## config.mk

```make
export PLATFORM = sky130hd
export DESIGN_NAME = sequential_list_engine
export DESIGN_NICKNAME = d
export VERILOG_FILES = /design/src/design/sle_pkg.sv /design/src/design/sle_ram.sv /design/src/design/sle_ctrl.sv /design/src/design/sle_dp.sv /design/src/design/sequential_list_engine.sv
export SDC_FILE = /design/constraint.sdc
export NUM_CORES = 2
export LEC_CHECK = 0
export BUFFER_PORTS_ARGS = -buffer_cell sky130_fd_sc_hd__buf_2
export CAP_MARGIN = 5
export CORE_MARGIN = 1.5
export CORE_UTILIZATION = 63
export CTS_CLUSTER_SIZE = 10
export DETAILED_ROUTE_END_ITERATION = 7
export GPL_TIMING_DRIVEN = 0
export PLACE_DENSITY = 0.8
export SETUP_SLACK_MARGIN = 0.05
export SYNTH_ARGS = -nofsm -noshare
export SYNTH_HDL_FRONTEND = slang
export SYNTH_SLANG_ARGS = --single-unit
```

## constraint.sdc

```tcl
create_clock -name clk -period 13.7 [get_ports clk]
set_input_delay 0.685 -clock clk [delete_from_list [all_inputs] [get_ports clk]]
set_output_delay 0.685 -clock clk [all_outputs]
set_load 0.01 [all_outputs]
```

## src/design/sle_pkg.sv

```systemverilog
package sle_pkg;

  // Request action codes
  localparam logic [2:0] ACT_CLEAR  = 3'd0;
  localparam logic [2:0] ACT_GET    = 3'd1;
  localparam logic [2:0] ACT_LOCATE = 3'd2;
  localparam logic [2:0] ACT_INSERT = 3'd3;
  localparam logic [2:0] ACT_DELETE = 3'd4;

  typedef struct packed {
    logic [2:0]         action;
    logic [6:0]         position;
    logic signed [31:0] item_value;
  } req_t;

  typedef struct packed {
    logic               ok;
    logic signed [31:0] read_value;
    logic [6:0]         found_at;
    logic [6:0]         entry_count;
  } rsp_t;

  typedef enum logic [3:0] {
    ST_IDLE,
    ST_DISPATCH,
    ST_GET_RD,
    ST_GET_CAP,
    ST_LOC_SCAN,
    ST_INS_SHIFT,
    ST_INS_PUT,
    ST_DEL_SHIFT,
    ST_RESP
  } state_t;

  // Controller -> datapath
  typedef struct packed {
    logic load;       // capture request, clear result
    logic clr;        // empty the list
    logic set_ok;
    logic idx_zero;   // pointer setup for locate
    logic idx_count;  // pointer setup for insert
    logic idx_pos;    // pointer setup for delete
    logic rd_get;     // read entry at position
    logic step_ins;   // one shift-up step
    logic step_del;   // one shift-down step
    logic step_loc;   // one scan step
    logic put_ins;    // write new value, count up
    logic fin_del;    // count down
  } cmd_t;

  // Datapath -> controller
  typedef struct packed {
    logic [2:0] action;
    logic       get_ok;    // position in 1..count
    logic       ins_ok;    // position in 1..count+1 and room left
    logic       ins_last;  // shift-up reached the target slot
    logic       del_end;   // shift-down reached the tail
    logic       loc_done;  // scan hit or ran out
  } status_t;

endpackage

```

## src/design/sle_ram.sv

```systemverilog
module sle_ram #(
  parameter int WIDTH = 32,
  parameter int DEPTH = 64
) (
  input  logic                     clk,
  input  logic                     we,
  input  logic [$clog2(DEPTH)-1:0] waddr,
  input  logic [WIDTH-1:0]         wdata,
  input  logic [$clog2(DEPTH)-1:0] raddr,
  output logic [WIDTH-1:0]         rdata
);

  logic [WIDTH-1:0] mem [DEPTH];

  always_ff @(posedge clk) begin
    if (we) begin
      mem[waddr] <= wdata;
    end
    rdata <= mem[raddr];
  end

endmodule

```

## src/design/sle_ctrl.sv

```systemverilog
module sle_ctrl (
  input  logic             clk,
  input  logic             rst,
  input  logic             req_valid,
  output logic             req_ready,
  output logic             rsp_valid,
  input  logic             rsp_ready,
  input  sle_pkg::status_t status,
  output sle_pkg::cmd_t    cmd
);

  sle_pkg::state_t state, state_next;

  always_ff @(posedge clk) begin
    if (rst) begin
      state <= sle_pkg::ST_IDLE;
    end else begin
      state <= state_next;
    end
  end

  // Next state
  always_comb begin
    state_next = state;
    case (state)
      sle_pkg::ST_IDLE: begin
        if (req_valid) state_next = sle_pkg::ST_DISPATCH;
      end
      sle_pkg::ST_DISPATCH: begin
        case (status.action)
          sle_pkg::ACT_CLEAR:  state_next = sle_pkg::ST_RESP;
          sle_pkg::ACT_GET:    state_next = status.get_ok ? sle_pkg::ST_GET_RD
                                                          : sle_pkg::ST_RESP;
          sle_pkg::ACT_LOCATE: state_next = sle_pkg::ST_LOC_SCAN;
          sle_pkg::ACT_INSERT: state_next = status.ins_ok ? sle_pkg::ST_INS_SHIFT
                                                          : sle_pkg::ST_RESP;
          sle_pkg::ACT_DELETE: state_next = status.get_ok ? sle_pkg::ST_DEL_SHIFT
                                                          : sle_pkg::ST_RESP;
          default:             state_next = sle_pkg::ST_RESP;
        endcase
      end
      sle_pkg::ST_GET_RD:    state_next = sle_pkg::ST_GET_CAP;
      sle_pkg::ST_GET_CAP:   state_next = sle_pkg::ST_RESP;
      sle_pkg::ST_LOC_SCAN: begin
        if (status.loc_done) state_next = sle_pkg::ST_RESP;
      end
      sle_pkg::ST_INS_SHIFT: begin
        if (status.ins_last) state_next = sle_pkg::ST_INS_PUT;
      end
      sle_pkg::ST_INS_PUT:   state_next = sle_pkg::ST_RESP;
      sle_pkg::ST_DEL_SHIFT: begin
        if (status.del_end) state_next = sle_pkg::ST_RESP;
      end
      sle_pkg::ST_RESP: begin
        if (rsp_ready) state_next = sle_pkg::ST_IDLE;
      end
      default:               state_next = sle_pkg::ST_IDLE;
    endcase
  end

  // Outputs
  always_comb begin
    cmd       = '0;
    req_ready = 1'b0;
    rsp_valid = 1'b0;
    case (state)
      sle_pkg::ST_IDLE: begin
        req_ready = 1'b1;
        cmd.load  = req_valid;
      end
      sle_pkg::ST_DISPATCH: begin
        case (status.action)
          sle_pkg::ACT_CLEAR: cmd.clr = 1'b1;
          sle_pkg::ACT_LOCATE: begin
            cmd.set_ok   = 1'b1;
            cmd.idx_zero = 1'b1;
          end
          sle_pkg::ACT_INSERT: cmd.idx_count = status.ins_ok;
          sle_pkg::ACT_DELETE: cmd.idx_pos   = status.get_ok;
          default: ;
        endcase
      end
      sle_pkg::ST_GET_RD:    cmd.rd_get   = 1'b1;
      sle_pkg::ST_GET_CAP:   cmd.set_ok   = 1'b1;
      sle_pkg::ST_LOC_SCAN:  cmd.step_loc = 1'b1;
      sle_pkg::ST_INS_SHIFT: cmd.step_ins = !status.ins_last;
      sle_pkg::ST_INS_PUT:   cmd.put_ins  = 1'b1;
      sle_pkg::ST_DEL_SHIFT: begin
        cmd.fin_del  = status.del_end;
        cmd.step_del = !status.del_end;
      end
      sle_pkg::ST_RESP:      rsp_valid    = 1'b1;
      default: ;
    endcase
  end

endmodule

```

## src/design/sle_dp.sv

```systemverilog
module sle_dp #(
  parameter int DEPTH = 64
) (
  input  logic             clk,
  input  logic             rst,
  input  sle_pkg::req_t    req,
  input  sle_pkg::cmd_t    cmd,
  output sle_pkg::status_t status,
  output sle_pkg::rsp_t    rsp
);

  localparam int AW = $clog2(DEPTH);
  localparam int CW = $clog2(DEPTH + 1);
  localparam int W  = ((CW > 7) ? CW : 7) + 1;

  logic [2:0]         action;
  logic [6:0]         position;
  logic signed [31:0] item_value;
  logic [CW-1:0]      count;
  logic [CW-1:0]      idx;
  logic               wr_pend;
  logic [AW-1:0]      wr_dst;
  logic               cap_pend;
  logic               cmp_pend;
  logic [AW-1:0]      cmp_idx;
  logic               ok;
  logic signed [31:0] read_value;
  logic [6:0]         found_at;

  logic [W-1:0]  pos_w, pos_m1_w, cnt_w, idx_w, idx_m1_w, cmp_p1_w;
  logic          hit, loc_issue, idx_below, del_head;
  logic          we;
  logic [AW-1:0] waddr, raddr;
  logic [31:0]   wdata, rdata;

  assign pos_w    = W'(position);
  assign pos_m1_w = pos_w - W'(1);
  assign cnt_w    = W'(count);
  assign idx_w    = W'(idx);
  assign idx_m1_w = idx_w - W'(1);
  assign cmp_p1_w = W'(cmp_idx) + W'(1);

  assign idx_below = idx_w < cnt_w;
  assign hit       = cmp_pend && (rdata == item_value);
  assign loc_issue = idx_below && !hit;
  assign del_head  = idx_w == pos_m1_w;

  assign status.action   = action;
  assign status.get_ok   = (pos_w != '0) && (pos_w <= cnt_w);
  assign status.ins_ok   = (pos_w != '0) && (pos_w <= cnt_w + W'(1))
                           && (cnt_w < W'(DEPTH));
  assign status.ins_last = (idx_w + W'(1)) == pos_w;
  assign status.del_end  = idx_w == cnt_w;
  assign status.loc_done = hit || (!idx_below && !cmp_pend);

  // Memory ports: one read, one write per cycle
  always_comb begin
    if (cmd.rd_get) begin
      raddr = pos_m1_w[AW-1:0];
    end else if (cmd.step_ins) begin
      raddr = idx_m1_w[AW-1:0];
    end else begin
      raddr = idx[AW-1:0];
    end
  end

  assign we    = wr_pend || cmd.put_ins;
  assign waddr = cmd.put_ins ? pos_m1_w[AW-1:0] : wr_dst;
  assign wdata = cmd.put_ins ? item_value : rdata;

  sle_ram #(
    .WIDTH (32),
    .DEPTH (DEPTH)
  ) u_ram (
    .clk   (clk),
    .we    (we),
    .waddr (waddr),
    .wdata (wdata),
    .raddr (raddr),
    .rdata (rdata)
  );

  // Control state
  always_ff @(posedge clk) begin
    if (rst) begin
      count    <= '0;
      wr_pend  <= 1'b0;
      cap_pend <= 1'b0;
      cmp_pend <= 1'b0;
    end else begin
      wr_pend  <= cmd.step_ins || (cmd.step_del && !del_head);
      cap_pend <= cmd.rd_get || (cmd.step_del && del_head);
      cmp_pend <= cmd.step_loc && loc_issue;
      if (cmd.clr) begin
        count <= '0;
      end else if (cmd.put_ins) begin
        count <= count + CW'(1);
      end else if (cmd.fin_del) begin
        count <= count - CW'(1);
      end
    end
  end

  // Request, pointers and result
  always_ff @(posedge clk) begin
    if (cmd.load) begin
      action     <= req.action;
      position   <= req.position;
      item_value <= req.item_value;
      ok         <= 1'b0;
      read_value <= '0;
      found_at   <= '0;
    end
    if (cmd.set_ok || cmd.clr || cmd.put_ins || cmd.fin_del) begin
      ok <= 1'b1;
    end
    if (cap_pend) begin
      read_value <= $signed(rdata);
    end
    if (cmd.step_loc && hit) begin
      found_at <= cmp_p1_w[6:0];
    end

    if (cmd.idx_zero) begin
      idx <= '0;
    end else if (cmd.idx_count) begin
      idx <= count;
    end else if (cmd.idx_pos) begin
      idx <= pos_m1_w[CW-1:0];
    end else if (cmd.step_ins) begin
      idx <= idx_m1_w[CW-1:0];
    end else if (cmd.step_del || (cmd.step_loc && loc_issue)) begin
      idx <= idx + CW'(1);
    end

    if (cmd.step_ins) begin
      wr_dst <= idx[AW-1:0];
    end else if (cmd.step_del) begin
      wr_dst <= idx_m1_w[AW-1:0];
    end

    if (cmd.step_loc && loc_issue) begin
      cmp_idx <= idx[AW-1:0];
    end
  end

  assign rsp.ok          = ok;
  assign rsp.read_value  = read_value;
  assign rsp.found_at    = found_at;
  assign rsp.entry_count = cnt_w[6:0];

endmodule

```

## src/design/sequential_list_engine.sv

```systemverilog
// Ordered list of up to DEPTH signed 32-bit words, held in one RAM with a
// registered read port and addressed by 1-based position. Each request
// carries one action: clear, get, locate (first match, 0 if absent), insert
// (positions 1..count+1, later entries move up) or delete (entry returned,
// later entries move down). Bad positions, inserts into a full list and
// unknown action codes answer ok=0 and leave the list alone; entry_count
// always shows the count after the request. One request is in flight at a
// time: req_ready is high only while idle, and the next request is taken
// the cycle after the response is taken. Clear and failed requests go from
// dispatch straight to the response; get first reads and captures the entry;
// locate, insert and delete run a scan or shift loop whose length grows with
// the entries it passes. Shifts and scans move one entry per cycle, bounded
// by the single read and single write port of the list RAM; the slowest
// request is a locate that misses on a full list. The list RAM is not
// cleared at reset; only entries below the count are ever read.
module sequential_list_engine #(
  parameter int DEPTH = 64
) (
  input  logic          clk,
  input  logic          rst,
  input  logic          req_valid,
  output logic          req_ready,
  input  sle_pkg::req_t req,
  output logic          rsp_valid,
  input  logic          rsp_ready,
  output sle_pkg::rsp_t rsp
);

  sle_pkg::cmd_t    cmd;
  sle_pkg::status_t status;

  // Sequencer: decodes the action, runs the shift/scan loops
  sle_ctrl u_ctrl (
    .clk       (clk),
    .rst       (rst),
    .req_valid (req_valid),
    .req_ready (req_ready),
    .rsp_valid (rsp_valid),
    .rsp_ready (rsp_ready),
    .status    (status),
    .cmd       (cmd)
  );

  // List RAM, count, pointers and the response register
  sle_dp #(
    .DEPTH (DEPTH)
  ) u_dp (
    .clk    (clk),
    .rst    (rst),
    .req    (req),
    .cmd    (cmd),
    .status (status),
    .rsp    (rsp)
  );

  // Never take a new request while a response is pending
  a_no_overlap: assert property (@(posedge clk) disable iff (rst)
    req_ready |-> !rsp_valid)
    else $error("request taken while response pending");

  // A response never appears in the cycle after a request is accepted
  a_min_latency: assert property (@(posedge clk) disable iff (rst)
    (req_valid && req_ready) |=> !rsp_valid)
    else $error("response too early");

  // Back to idle right after the response is taken
  a_resp_to_idle: assert property (@(posedge clk) disable iff (rst)
    (rsp_valid && rsp_ready) |=> req_ready)
    else $error("not idle after response");

  // At most one RAM operation commanded per cycle
  a_one_op: assert property (@(posedge clk) disable iff (rst)
    $onehot0({cmd.rd_get, cmd.step_ins, cmd.step_del, cmd.step_loc, cmd.put_ins}))
    else $error("conflicting RAM commands");

endmodule

```

# Yosys cells after proc, flatten, opt, wreduce, memory -nomap -nowiden
# Memories as Yosys holds them, arrays and structs flattened. A register that Yosys moved wholly into a read port is not among the register bits.
# Index checks and enable logic that the tools add are counted.
[totals]
register_bits = 115
ram_bits = 2048
in_bits = 46
wordCells = 127
n_memories = 1
[memory_table]
columns = ["memory", "depth", "word_bits", "rd", "rd_ports_with_merged_regs", "wr", "line", "source"]
rows = [
  ["u_dp.u_ram.mem", 64, 32, 1, 1, 1, "sle_ram.sv:13", "logic [WIDTH-1:0] mem [DEPTH];"],
]
[op_classes]
addsub = 8
magnitude_cmp = 4
n_eq_ne = 21
muxes = 44
n_reduce_logical = 35
[op_table]
columns = ["op", "count"]
rows = [
  ["$mux W32", 3],
  ["$mux W7", 8],
  ["$eq A32 B32 Y1", 1],
  ["$mux W4", 8],
  ["$pmux W4 S8", 1],
  ["$mux W6", 5],
  ["$add A7 B1 Y8 const B", 2],
  ["$eq A4 B3 Y1 const B", 4],
  ["$pmux W4 S4", 1],
  ["$mux W1", 15],
  ["$add A7 B1 Y7 const B", 2],
  ["$sub A7 B1 Y7 const B", 2],
  ["$logic_and A1 B1 Y1", 10],
  ["$eq A4 B2 Y1 const B", 2],
  ["$eq A7 B8 Y1", 1],
  ["$eq A8 B7 Y1", 1],
  ["$le A7 B8 Y1", 1],
  ["$logic_or A1 B1 Y1", 8],
  ["$reduce_bool A2 Y1", 4],
  ["$reduce_bool A8 Y1", 1],
  ["$sub A7 B1 Y8 const B", 1],
  ["$add A6 B1 Y7 const B", 1],
  ["$eq A7 B7 Y1", 1],
  ["$le A7 B7 Y1", 1],
  ["other kinds (18)", 28],
]

# Logic depth before layout (Yosys ltp)
[depth]
word_depth = 10
ltp_mapped = 20

# Hierarchy
# From an unflattened synthesis, not the netlist that was laid out.
[hier_totals]
cells_unflattened = 3956
area_unflattened_um2 = 85330.6
[by_module_without_submodules]
columns = ["module", "n_inst", "cells_each", "area_each_um2"]
rows = [
  ["sle_ram", 1, 3324, 78515.3],
  ["sle_dp", 1, 565, 6337.3],
  ["sle_ctrl", 1, 67, 478.0],
]

# Worst setup path after synthesis
# No wires, ideal clock.
[synth_path]
kind = "reg2reg"
startpoint = "register u_dp.position[6]"
endpoint = "register u_dp.u_ram.rdata[10], read port of u_dp.u_ram.mem"
t_arrival_ns = 4.218
slack_ns = 9.341
path_stages_with_launch = 15
n_path_buf = 3
period_less_slack_ns = 4.359
path_cell_list = "edfxtp_1 > xor2_1 > or4_1 > o211ai_2 > o2111ai_2 > nand2_1 > buf_2 > ha_1 > nand2_1 > a21boi_0 > buf_2 > clkbuf_1 > mux4_2 > a2111oi_0 > a221oi_2"
[synth_via]
elab_chain_cells = 5
[synth_rtl]
columns = ["element", "line", "source"]
rows = [
  ["start: declaration", "sle_dp.sv:17", "logic [6:0] position;"],
  ["start signal: assignment", "sle_dp.sv:108", "position <= req.position;"],
  ["$eq A8 B7 Y1", "sle_dp.sv:52", "assign status.ins_last = (idx_w + W'(1)) == pos_w;"],
  ["$logic_not A1 Y1", "sle_ctrl.sv:86", "sle_pkg::ST_INS_SHIFT: cmd.step_ins = !status.ins_last;"],
  ["$mux W1", "sle_ctrl.sv:66", "case (state)"],
  ["$mux W6", "sle_dp.sv:60", "end else if (cmd.step_ins) begin"],
  ["$mux W6", "sle_dp.sv:58", "if (cmd.rd_get) begin"],
  ["end: declaration", "sle_ram.sv:10", "output logic [WIDTH-1:0] rdata"],
]
# Every way passes these cells.
# A chain may end at the register's enable or synchronous reset.

# Worst setup path after layout
[layout_path]
startpoint = "register u_dp.idx[0]"
endpoint = "register u_dp.u_ram.rdata[8], read port of u_dp.u_ram.mem"
[layout_via]
elab_chain_cells = 6
elab_cells_between_ends = 7
[layout_rtl]
columns = ["element", "line", "source"]
rows = [
  ["start: declaration", "sle_dp.sv:20", "logic [CW-1:0] idx;"],
  ["start signal: assignment", "sle_dp.sv:127", "idx <= count;"],
  ["start signal: assignment", "sle_dp.sv:129", "idx <= pos_m1_w[CW-1:0];"],
  ["start signal: assignment", "sle_dp.sv:131", "idx <= idx_m1_w[CW-1:0];"],
  ["$add A7 B1 Y8", "sle_dp.sv:52", ""],
  ["$eq A8 B7 Y1", "sle_dp.sv:52", ""],
  ["$logic_not A1 Y1", "sle_ctrl.sv:86", ""],
  ["$mux W1", "sle_ctrl.sv:66", ""],
  ["$mux W6 *", "sle_dp.sv:60", ""],
  ["$mux W6 *", "sle_dp.sv:58", ""],
]
# Every way passes the cells marked *; elsewhere a longest branch is shown, timed or not.

==> results by group <==
Run status
  • Outcome: finished, violations left
  • Failing checks: DRC, capacitance limit, slew limit

Pwr
  • Worst IR Drop VDD: 154 uV
  • LEAKAGE: 33.1 nW
  • Pwr dens: 245 nW/um2

Placed design
  • IO Port Bufs: 93
  • Placed Instances: 8095
  • RePlAce Congestion: 1.01
  • Post-DP HPWL: 171 mm

Setup path
  • CP top delay family: compound AO/OA/AOI/OAI gates
  • Worst Setup End Kind: flop
  • Setup crit start kind: flop
  • Crit Path Category: flop to flop
  • CP max stage cell: nor2_1
  • Worst-path cell chain: ha_1 > and3_1 > nand4_1 > o211ai_2 > o2111ai_2 > nand2_1 > buf_2 > ha_1 > nand2_1 > o21ai_1 > nor2_1 > buf_4 > clkbuf_1 > a32oi_1 > a31oi_1 > a2111o_1 > a221oi_2
  • Slowest stage delay, CP: 1.09 ns
  • Critical Path RT: 14.39 ns
  • WP buf/inv: 3
  • Max FO, Critical Path: 10
  • Arrival time of the worst setup path: 7.50 ns

Route
  • DRT antenna net count: 0
  • DRC: 2
  • First-pass DRT Iterations: 8
  • Aggregate routed wire length: 270 mm
  • Vias per std cell: 6.91
  • Vias post-DR: 58272
  • DR WL/cell: 32.0 um
  • 1st-iter DRT viols: 10457

Logic synthesis
  • Warnings from Yosys: 0
  • Sequential area share after synthesis: 0.755
  • EDFF count, synth: 2141
  • Mapped Nets: 6199
  • Yosys top cell area share: 0.743
  • Most used DFF post-synth: edfxtp_1
  • Mapped Area: 86500 um2
  • Commonest cells post-synth: 2141 x edfxtp_1, 1735 x nand2_1, 521 x nand3_1
  • #FFs+latches synth: 2195
  • Asr flop ratio synth: 0
  • Most area-hungry cell type in the Yosys netlist: edfxtp_1
  • Synth unique cells: 72
  • Top-count cell post-synth: edfxtp_1
  • Top post-synthesis cells by area: edfxtp_1 74%, nand2_1 7.5%, nand3_1 3.0%
  • Syn Area/Cell: 14.1 um2
  • Cells after Synth: 6118

STA
  • Max-slew headroom: -0.0211
  • Final min period: 6.81 ns
  • Setup violations, final: 0
  • Max Clk Rate: 0.147 GHz
  • TNS Setup: 0 ns
  • RSZ-0062 raised after global routing: no
  • Post-Route Skew: 0.0445 ns
  • Max Slew Vio Count: 2
  • Slew @ Worst Pin: 1.53 ns
  • Final hold viol count: 0
  • Tcrit/Tclk final: 0.497
  • Hold_ws: 0.116 ns

CTS
  • Clock latency on the worst-skew pair: 0.89 ns
  • Clock sinks: 2195
  • CTS root buf: clkbuf_16
  • Clock Tree Buf Depth: 3
  • TritonCTS Buffers: 240
  • H-tree depth: 4
  • Clock Pin Slew Worst Setup and Hold Paths: 0.06 ns
  • CTS tree: yes
  • Cts repair resizes: 0
  • Setup Buffers After CTS: 0

Global route
  • Grt met3 use: 0.130
  • Overflow after GRT: 0
  • Gr busiest metal: met2
  • Gr usage total: 0.385
  • GR Util met2: 0.567
  • Pin count of the biggest net entering global routing: 65
  • First-pass GRT wire length: 383 mm
  • Initial antenna violation count: 9
  • M1 GR Usage: 0.471
  • Number of global-route vias before repair: 56465

Hold path
  • HP Class: input port to flop

Final layout
  • Final core occ: 0.728
  • Share of post-route cells with drive strength above 1: 0.128
  • Fill count: 7947
  • Area grow syn2layout: 14.3%
  • Seq. cell area: 65400 um2
  • Final std cells w/o fill: 8438
  • Area of the multi-input gates: 20100 um2
  • Final nets: 6679

Floorplanning
  • Initial Utilization: 0.637
  • I/O pins: 95
  • FP Rows: 135
  • Die area: 140000 um2
  • Chip height: 374 um
  • Core box area: 136000 um2
  • Die width: 374 um

Flow run
  • Max Cap Viol: 1
-- power breakdown --
part	switching (mW)	internal (mW)	leakage (nW)
clock	2.47	3.17	3.16
combinational	7.61	2.34	10.3
sequential	0.139	8.51	19.6
-- placed cells by master (no fill, tap or decap), drive strengths merged, types with 34 or more instances in the layout --
cell type and n:
clkbuf 461, a21oi 165, nand4 110, xnor2 62
dfxtp 54, mux4 64, a31oi 161, nor2 140
a32oi 94, mux2i 107, nand2 1737, edfxtp 2141
a2111oi 63, and2 39, dlygate4sd3 41, nand3 522
buf 380, ha 34
-- area by class of cell --
type | instances | area share
antenna | 4 | 0.000101
buffer | 366 | 0.0170
clock buffer | 281 | 0.0638
clock inverter | 16 | 0.00168
inverter | 27 | 0.00102
multi-input combinational | 3530 | 0.203
sequential | 2195 | 0.661
tap | 1781 | 0.0225
timing repair buffer | 238 | 0.0298
-- through the flow --
stage / setup slack (ns) / power (mW) / cell area [um2]
after floorplan: 9.34 / 13.6 / 86500
after global placement: 6.49 / 17.6 / 89200
after detailed placement: 7.33 / 18.0 / 92000
after CTS: 7.31 / 23.6 / 98900
after global routing: 6.94 / 24.6 / 98900
final: 6.89 / 24.2 / 98900
-- layer usage --
layer,vias up,share of wire
met5,-,0.00025
met4,8,0.095
met3,1158,0.15
met2,5225,0.44
met1,28163,0.32
li1,23718,-
-- logic make-up after synthesis --
| group | share of synthesized area |
|---|---|
| XOR/XNOR | 0.00779 |
| AND/OR/NAND/NOR | 0.129 |
| flip-flops | 0.755 |
| adder cells (fa/ha/maj) | 0.00515 |
| AO/OA/AOI/OAI | 0.0527 |
| buffers and inverters | 0.0206 |
| multiplexers | 0.0297 |
-- path summary, 6_finish.rpt --
check	startpoint	to	slack [ns]	depth (start not counted)
worst max-delay path	u_dp.idx[0]	u_dp.u_ram.rdata[8]	6.89	17
worst min-delay path	req[0]	u_dp.item_value[0]	0.12	1
worst max register to register	u_dp.idx[0]	u_dp.u_ram.rdata[8]	6.89	17
worst min register to register	u_dp.idx[4]	u_dp.cmp_idx[4]	0.50	0
-- registers in the layout, indices dropped and copies added, names as in the netlist --
signal and count:
u_dp.item_value 32, u_dp.u_ram.mem 2048, u_dp.wr_pend 1, u_ctrl.state 4, u_dp.count 7, u_dp.wr_dst 6
u_dp.position 7, u_dp.ok 1, u_dp.idx 7, u_dp.u_ram.rdata 32, u_dp.action 3, u_dp.cmp_pend 1
u_dp.cmp_idx 6, u_dp.cap_pend 1, u_dp.read_value 32, u_dp.found_at 7
-- repair_timing --
item	CTS	global route
hold endpoints to repair	41	0
hold buffers	41	0
setup endpoints to repair	0	0
Note: power is estimated with default switching activity, not from simulation.
